`src/hw/rtl/tsbq_pkg.sv`:
```
// Package for the two-stack bounded queue: payload words, codes and the control state type.
// Used by tsbq_stack_mem and two_stack_bounded_queue_core; depends on nothing.
package tsbq_pkg;

  localparam int DATA_W        = 32;
  localparam int CFG_W         = 7;
  localparam int STATUS_W      = 2;
  localparam int TSBQ_DEPTH    = 64;
  localparam int CFG_IDX_W     = 1;
  localparam logic [CFG_W-1:0] CAP_RESET = 7'd64;

  localparam logic FUNC_ADD = 1'b0;
  localparam logic FUNC_DEL = 1'b1;

  localparam logic [CFG_IDX_W-1:0] CFG_FIRST_CAP  = 1'b0;
  localparam logic [CFG_IDX_W-1:0] CFG_SECOND_CAP = 1'b1;

  localparam logic [STATUS_W-1:0] STATUS_OK    = 2'd0;
  localparam logic [STATUS_W-1:0] STATUS_FULL  = 2'd1;
  localparam logic [STATUS_W-1:0] STATUS_EMPTY = 2'd2;

  typedef struct packed {
    logic                     func;
    logic signed [DATA_W-1:0] add_value;
  } in_word_t;

  typedef struct packed {
    logic [STATUS_W-1:0]      status;
    logic signed [DATA_W-1:0] out_value;
  } out_word_t;

  typedef enum logic [2:0] {
    ST_IDLE,
    ST_XFER,
    ST_FINISH,
    ST_POP
  } state_t;

endpackage

```
`src/hw/rtl/two_stack_bounded_queue_core.sv`:
```
// Two-stack bounded FIFO queue: control state machine, counters and two stack memories.
// An add that fits gives no word and leaves the core idle; an error word appears the
// cycle after acceptance; a delete from a non-empty output stack gives its word in ST_POP.
// A transfer moves the entries with one memory read per cycle through the input store.
// The core is busy through a transfer and a pop and takes no new word then; no result stalls.
// Reset clears counters and state and sets both capacities to 64; the stack memories are not cleared.
module two_stack_bounded_queue_core
  import tsbq_pkg::*;
#(
  parameter int DEPTH = TSBQ_DEPTH
) (
  input  logic                 clk,
  input  logic                 rst_n,
  input  logic                 start,
  output logic                 busy,
  input  in_word_t             in_word,
  output logic                 out_strobe,
  output out_word_t            out_word,
  input  logic                 cfg_we,
  input  logic [CFG_IDX_W-1:0] cfg_index,
  input  logic [CFG_W-1:0]     cfg_wdata
);

  localparam int AW   = (DEPTH > 1) ? $clog2(DEPTH) : 1;
  localparam int CW   = $clog2(DEPTH + 1);
  localparam int CAPW = (CW > CFG_W) ? CW : CFG_W;
  localparam logic [CAPW-1:0] DEPTH_C = CAPW'(DEPTH);
  localparam logic [CAPW-1:0] ONE_C   = CAPW'(1);

  state_t state_r, state_nxt;

  logic [CFG_W-1:0]    cap_first_r, cap_second_r;
  logic [CW-1:0]       ic_r, ic_nxt;
  logic [CW-1:0]       oc_r, oc_nxt;
  logic                mv_pend_r, mv_pend_nxt;
  logic                err_r, err_nxt;
  logic [STATUS_W-1:0] err_status_r, err_status_nxt;
  logic                func_r;
  logic [DATA_W-1:0]   value_r;

  logic [CAPW-1:0] cap_a, cap_b, in_cap;
  logic            in_full;
  logic            accept;

  logic              in_we, in_re, out_we, out_re;
  logic [AW-1:0]     in_waddr, in_raddr, out_waddr, out_raddr;
  logic [DATA_W-1:0] in_wdata, in_rdata, out_rdata;
  logic [CW-1:0]     ic_dec, oc_dec;

  assign accept = start && !busy;
  assign busy   = (state_r != ST_IDLE);
  assign ic_dec = ic_r - CW'(1);
  assign oc_dec = oc_r - CW'(1);

  always_comb begin
    cap_a = CAPW'(cap_first_r);
    cap_b = CAPW'(cap_second_r);
    if (cap_a == '0) begin
      cap_a = ONE_C;
    end else if (cap_a > DEPTH_C) begin
      cap_a = DEPTH_C;
    end
    if (cap_b == '0) begin
      cap_b = ONE_C;
    end else if (cap_b > DEPTH_C) begin
      cap_b = DEPTH_C;
    end
    in_cap  = (cap_a < cap_b) ? cap_a : cap_b;
    in_full = (CAPW'(ic_r) >= in_cap);
  end

  always_ff @(posedge clk) begin
    if (!rst_n) begin
      cap_first_r  <= CAP_RESET;
      cap_second_r <= CAP_RESET;
    end else if (cfg_we) begin
      case (cfg_index)
        CFG_FIRST_CAP:  cap_first_r  <= cfg_wdata;
        CFG_SECOND_CAP: cap_second_r <= cfg_wdata;
        default: begin
        end
      endcase
    end
  end

  always_comb begin
    state_nxt = state_r;
    case (state_r)
      ST_IDLE: begin
        if (accept) begin
          if (in_word.func == FUNC_ADD) begin
            if (in_full && oc_r == '0) begin
              state_nxt = ST_XFER;
            end
          end else if (oc_r != '0) begin
            state_nxt = ST_POP;
          end else if (ic_r != '0) begin
            state_nxt = ST_XFER;
          end
        end
      end
      ST_XFER: begin
        if (ic_r == '0) begin
          state_nxt = ST_FINISH;
        end
      end
      ST_FINISH: begin
        state_nxt = (func_r == FUNC_ADD) ? ST_IDLE : ST_POP;
      end
      ST_POP: begin
        state_nxt = ST_IDLE;
      end
      default: begin
        state_nxt = ST_IDLE;
      end
    endcase
  end

  always_comb begin
    ic_nxt         = ic_r;
    oc_nxt         = oc_r;
    mv_pend_nxt    = 1'b0;
    err_nxt        = 1'b0;
    err_status_nxt = err_status_r;
    in_we          = 1'b0;
    in_waddr       = ic_r[AW-1:0];
    in_wdata       = in_word.add_value;
    in_re          = 1'b0;
    in_raddr       = ic_dec[AW-1:0];
    out_we         = 1'b0;
    out_waddr      = oc_r[AW-1:0];
    out_re         = 1'b0;
    out_raddr      = oc_dec[AW-1:0];
    case (state_r)
      ST_IDLE: begin
        if (accept) begin
          if (in_word.func == FUNC_ADD) begin
            if (!in_full) begin
              in_we  = 1'b1;
              ic_nxt = ic_r + CW'(1);
            end else if (oc_r != '0) begin
              err_nxt        = 1'b1;
              err_status_nxt = STATUS_FULL;
            end
          end else if (oc_r != '0) begin
            out_re = 1'b1;
            oc_nxt = oc_dec;
          end else if (ic_r == '0) begin
            err_nxt        = 1'b1;
            err_status_nxt = STATUS_EMPTY;
          end
        end
      end
      ST_XFER: begin
        if (ic_r != '0) begin
          in_re       = 1'b1;
          ic_nxt      = ic_dec;
          mv_pend_nxt = 1'b1;
        end
        if (mv_pend_r) begin
          out_we = 1'b1;
          oc_nxt = oc_r + CW'(1);
        end
      end
      ST_FINISH: begin
        if (func_r == FUNC_ADD) begin
          in_we    = 1'b1;
          in_wdata = value_r;
          ic_nxt   = ic_r + CW'(1);
        end else begin
          out_re = 1'b1;
          oc_nxt = oc_dec;
        end
      end
      default: begin
      end
    endcase
  end

  always_ff @(posedge clk) begin
    if (!rst_n) begin
      state_r      <= ST_IDLE;
      ic_r         <= '0;
      oc_r         <= '0;
      mv_pend_r    <= 1'b0;
      err_r        <= 1'b0;
      err_status_r <= STATUS_OK;
    end else begin
      state_r      <= state_nxt;
      ic_r         <= ic_nxt;
      oc_r         <= oc_nxt;
      mv_pend_r    <= mv_pend_nxt;
      err_r        <= err_nxt;
      err_status_r <= err_status_nxt;
    end
  end

  always_ff @(posedge clk) begin
    if (accept) begin
      func_r  <= in_word.func;
      value_r <= in_word.add_value;
    end
  end

  tsbq_stack_mem #(
    .DEPTH (DEPTH),
    .AW    (AW)
  ) u_in_stack (
    .clk   (clk),
    .we    (in_we),
    .waddr (in_waddr),
    .wdata (in_wdata),
    .re    (in_re),
    .raddr (in_raddr),
    .rdata (in_rdata)
  );

  tsbq_stack_mem #(
    .DEPTH (DEPTH),
    .AW    (AW)
  ) u_out_stack (
    .clk   (clk),
    .we    (out_we),
    .waddr (out_waddr),
    .wdata (in_rdata),
    .re    (out_re),
    .raddr (out_raddr),
    .rdata (out_rdata)
  );

  always_comb begin
    out_strobe = err_r || (state_r == ST_POP);
    if (state_r == ST_POP) begin
      out_word.status    = STATUS_OK;
      out_word.out_value = out_rdata;
    end else begin
      out_word.status    = err_r ? err_status_r : STATUS_OK;
      out_word.out_value = '0;
    end
  end

  a_one_result_source: assert property (@(posedge clk) disable iff (!rst_n)
    !(err_r && state_r == ST_POP))
    else $error("error word and popped word in the same cycle");

  a_xfer_into_empty: assert property (@(posedge clk) disable iff (!rst_n)
    (state_r == ST_IDLE && state_nxt == ST_XFER) |-> (oc_r == '0 && ic_r != '0))
    else $error("transfer started with output stack not empty or input stack empty");

  a_counts_bounded: assert property (@(posedge clk) disable iff (!rst_n)
    (CAPW'(ic_r) <= DEPTH_C) && (CAPW'(oc_r) <= DEPTH_C))
    else $error("stack count beyond depth");

  a_finish_input_empty: assert property (@(posedge clk) disable iff (!rst_n)
    (state_r == ST_FINISH) |-> (ic_r == '0 && !mv_pend_r))
    else $error("transfer finished with entries left over");

  a_pop_after_read: assert property (@(posedge clk) disable iff (!rst_n)
    (state_r != ST_POP) ##1 (state_r == ST_POP) |-> $past(out_re))
    else $error("pop word without a read of the output stack");

endmodule

```
`src/hw/rtl/tsbq_stack_mem.sv`:
```
// Single stack store: one write port and one read port with registered read data.
// Depends on tsbq_pkg for the data width.
module tsbq_stack_mem
  import tsbq_pkg::*;
#(
  parameter int DEPTH = TSBQ_DEPTH,
  parameter int AW    = (DEPTH > 1) ? $clog2(DEPTH) : 1
) (
  input  logic              clk,
  input  logic              we,
  input  logic [AW-1:0]     waddr,
  input  logic [DATA_W-1:0] wdata,
  input  logic              re,
  input  logic [AW-1:0]     raddr,
  output logic [DATA_W-1:0] rdata
);

  logic [DATA_W-1:0] mem [DEPTH];
  logic [DATA_W-1:0] rdata_r;

  always_ff @(posedge clk) begin
    if (we) begin
      mem[waddr] <= wdata;
    end
  end

  always_ff @(posedge clk) begin
    if (re) begin
      rdata_r <= mem[raddr];
    end
  end

  assign rdata = rdata_r;

endmodule

```
`config.mk`:
```
export PLATFORM = sky130hd
export DESIGN_NAME = two_stack_bounded_queue_core
export DESIGN_NICKNAME = d
export VERILOG_FILES = /design/src/hw/rtl/tsbq_pkg.sv /design/src/hw/rtl/two_stack_bounded_queue_core.sv /design/src/hw/rtl/tsbq_stack_mem.sv
export SDC_FILE = /design/constraint.sdc
export NUM_CORES = 2
export LEC_CHECK = 0
export BUFFER_PORTS_ARGS = -buffer_cell sky130_fd_sc_hd__buf_2
export CORE_ASPECT_RATIO = 1.25
export CORE_UTILIZATION = 35
export CTS_CLUSTER_DIAMETER = 120
export DETAILED_ROUTE_END_ITERATION = 16
export GPL_ROUTABILITY_DRIVEN = 0
export PLACE_DENSITY = 0.46
export SYNTH_ARGS = -nofsm -noshare
export SYNTH_HDL_FRONTEND = slang
export SYNTH_SLANG_ARGS = --single-unit
export TNS_END_PERCENT = 10
```
`constraint.sdc`:
```
create_clock -name clk -period 14.35 [get_ports clk]
set_input_delay 1.435 -clock clk [delete_from_list [all_inputs] [get_ports clk]]
set_output_delay 1.435 -clock clk [all_outputs]
set_load 0.05 [all_outputs]
```
==> results.py <==
metrics = {
    "status": {
        "outcome": "completed",
    },
    "timing": {
        "holdWs_ns": 0.477,
        "fmax_ghz": 0.148,
        "fin_ws_ns": 7.61,
        "grt_setup_unrepaired": "false",
        "finalClockSkew_ns": 0.0604,
        "tns_ns": 0,
        "slew_violations": 0,
        "min_period_ns": 6.74,
        "finalHoldViolCount": 0,
        "setup_viol": 0,
        "slew_headroom_pct": 20.3,
        "tightest_slew_ns": 1.17,
        "period_share_pct": 47.0,
    },
    "global_route": {
        "grt_pass1_vias": 79000,
        "grt_max_degree": 140,
        "antenna_found_initial": 28,
        "grt_use_met3_pct": 2.63,
        "use_met1_pct": 25.1,
        "top_usage_layer": "met2",
        "grt_pass1_wl_um": 633000,
        "track_usage_pct": 19.4,
        "grt-ovfl-total": 0,
        "grt_util_met2_pct": 34.5,
    },
    "cts": {
        "clock_latency_ns": 0.99,
        "cts_root_buf": "clkbuf_16",
        "clock-sinks": 4227,
        "htreeDepth": 5,
        "cts_tree": "done",
        "numCtsBuffers": 446,
        "clock_path_buffers": 4,
        "hold_buffers": 0,
        "clk_pin_slew_ns": 0.06,
        "post_cts.repair.setup_buffers": 0,
        "ctsResizeCount": 0,
    },
    "drt": {
        "wl_um": 455000,
        "vias": 74200,
        "drc": 0,
        "routed_via_density": 5.43,
        "drtPass1Iterations": 7,
        "wl_per_cell_um": 33.3,
        "final_antenna_net_count": 0,
        "drt_iter0_drc": 7018,
    },
    "floorplanning": {
        "dieWidth_um": 610,
        "die-area_sq_um": 464000,
        "initial_core_util_pct": 35.2,
        "num_rows": 278,
        "ioPinCount": 81,
        "placeableCoreArea_sq_um": 459000,
        "dieHeight_um": 762,
    },
    "synthesis": {
        "ys.flop_type": "edfxtp_1",
        "synth_edf_count": 4193,
        "synth_cells": 6821,
        "async_reset_ff_share_pct": 0,
        "synth_top_area_cell": "edfxtp_1",
        "synth_seq_cells": 4227,
        "ys_seq_area_share_pct": 78.4,
        "synth_area_leaders": "edfxtp_1 78%, mux4_2 17%, nand2_1 0.58%",
        "yosysWarnings": 0,
        "synth_fp_nets": 6884,
        "avgSynthCellArea_sq_um": 23.7,
        "synth.distinct_cells": 58,
        "netlist.area_leader.share_pct": 77.9,
        "synth.cell_area_sq_um": 162000,
    },
    "place": {
        "placed_cell_area_sq_um": 171000,
        "port_buffers": 80,
        "dp_slack_ns": 7.51,
        "hpwl_um": 242000,
        "place_inst": 12800,
    },
    "job": {
        "drv_cap": 0,
    },
    "final_layout": {
        "final_nets": 7325,
        "final_cell_mix": "4,193 x edfxtp_1, 1,235 x mux4_2, 455 x clkbuf_16",
        "fin_util_pct": 40.3,
        "final_common_cell": "edfxtp_1",
        "syn2layout_area_growth_pct": 14.7,
        "design_area_sq_um": 185000,
        "nFillCells": 40300,
        "layout-drive-gt1-share_pct": 31.5,
        "layoutNonFillerInstCount": 13700,
    },
    "critical_path": {
        "startpoint_type": "register",
        "cp.required_ns": 15.01,
        "crit_type": "reg -> reg",
        "end_kind": "register",
        "cp_max_fo": 111,
        "worstPathArrival_ns": 7.41,
    },
    "power_and_ir_drop": {
        "finalPower_mw": 41.1,
        "p_leak_nw": 55.6,
        "ir_worst_vdd_mv": 0.285,
        "power_density_nw_per_um2": 222,
    },
    "min_path": {
        "hp-class": "reg -> reg",
    },
}
worst max-delay path, cell delays in order, from the launching register on:
cell and delay, ns:
dfxtp_4 0.95, inv_1 0.36, ha_4 1.00, buf_12 0.60
buf_4 0.81, buf_4 0.93, mux4_2 0.42, mux4_2 0.52
a22oi_1 0.46, nand2_1 0.11
power by group:
part	total [mW]	switching, mW	internal (mW)
Combinational	15.4	9.47	5.90
Sequential	14.6	0.175	14.4
Clock	11.1	4.74	6.39
Total	41.1	14.4	26.7
kinds of logic (layout without fill, tap and decap cells):
kind of cell	Yosys count	count (layout)	share of synthesized area [%]
adders and majority gates	18	18	0.139
AOI/OAI and AO/OA	284	284	1.14
other	0	18	0
and+or+nand+nor	596	596	1.63
muxes	1287	1287	17.6
DFF	4227	4227	78.4
buffers and inverters	390	1193	1.06
xor gates and xnor gates	19	19	0.108
routing by layer:
metal  routed length [um]  vias up  part of all wire (%)
met3                21700      533                   4.8
met4                11100        6                   2.4
met2               237000     2055                    52
met1               185000    41400                    41
met5                   38        -                0.0084
li1                     -    30200                     -
state kept, by name, summed over array words and instances (netlist names):
register           cells
u_in_stack.mem      2048
u_out_stack.mem     2048
u_in_stack.rdata      32
u_out_stack.rdata     32
value_r               32
cap_first_r            7
cap_second_r           7
ic_r                   7
oc_r                   7
err_status_r           2
state_r                2
err_r                  1
func_r                 1
mv_pend_r              1
worst paths after layout:
path | from | to | slack (ns) | cells past startpoint
max | ic_r[0]$_SDFFE_PN0P_ | u_in_stack.rdata[24]$_DFFE_PP_ | 7.61 | 9
min | cap_second_r[4]$_SDFFE_PN0P_ | cap_second_r[4]$_SDFFE_PN0P_ | 0.48 | 2
max reg2reg | ic_r[0]$_SDFFE_PN0P_ | u_in_stack.rdata[24]$_DFFE_PP_ | 7.61 | 9
min reg2reg | cap_second_r[4]$_SDFFE_PN0P_ | cap_second_r[4]$_SDFFE_PN0P_ | 0.48 | 2
area by class of cell:
type | count | area (sq um) | share of cell area [%]
inverter | 17 | 63.8 | 0.0345
antenna | 18 | 45.0 | 0.0243
clock buffer | 556 | 11800 | 6.37
clock inverter | 254 | 2110 | 1.14
multi-input combinational | 2204 | 34400 | 18.6
timing repair buffer | 366 | 2650 | 1.43
sequential | 4227 | 127000 | 68.4
tap | 6020 | 7530 | 4.07
Yosys cell counts (18+ instances only):
| library cell | instances |
|---|---|
| buf_1 | 24 |
| o22ai_1 | 47 |
| mux2_2 | 34 |
| buf_2 | 140 |
| clkbuf_1 | 196 |
| ha_1 | 18 |
| mux2i_1 | 18 |
| nand2_1 | 250 |
| and3_1 | 36 |
| edfxtp_1 | 4193 |
| a22oi_1 | 39 |
| mux4_2 | 1235 |
| a2111oi_0 | 46 |
| nor3_1 | 35 |
| dfxtp_1 | 34 |
| nor2_1 | 181 |
| a21oi_1 | 114 |
Power figures use the tool's default switching activity.
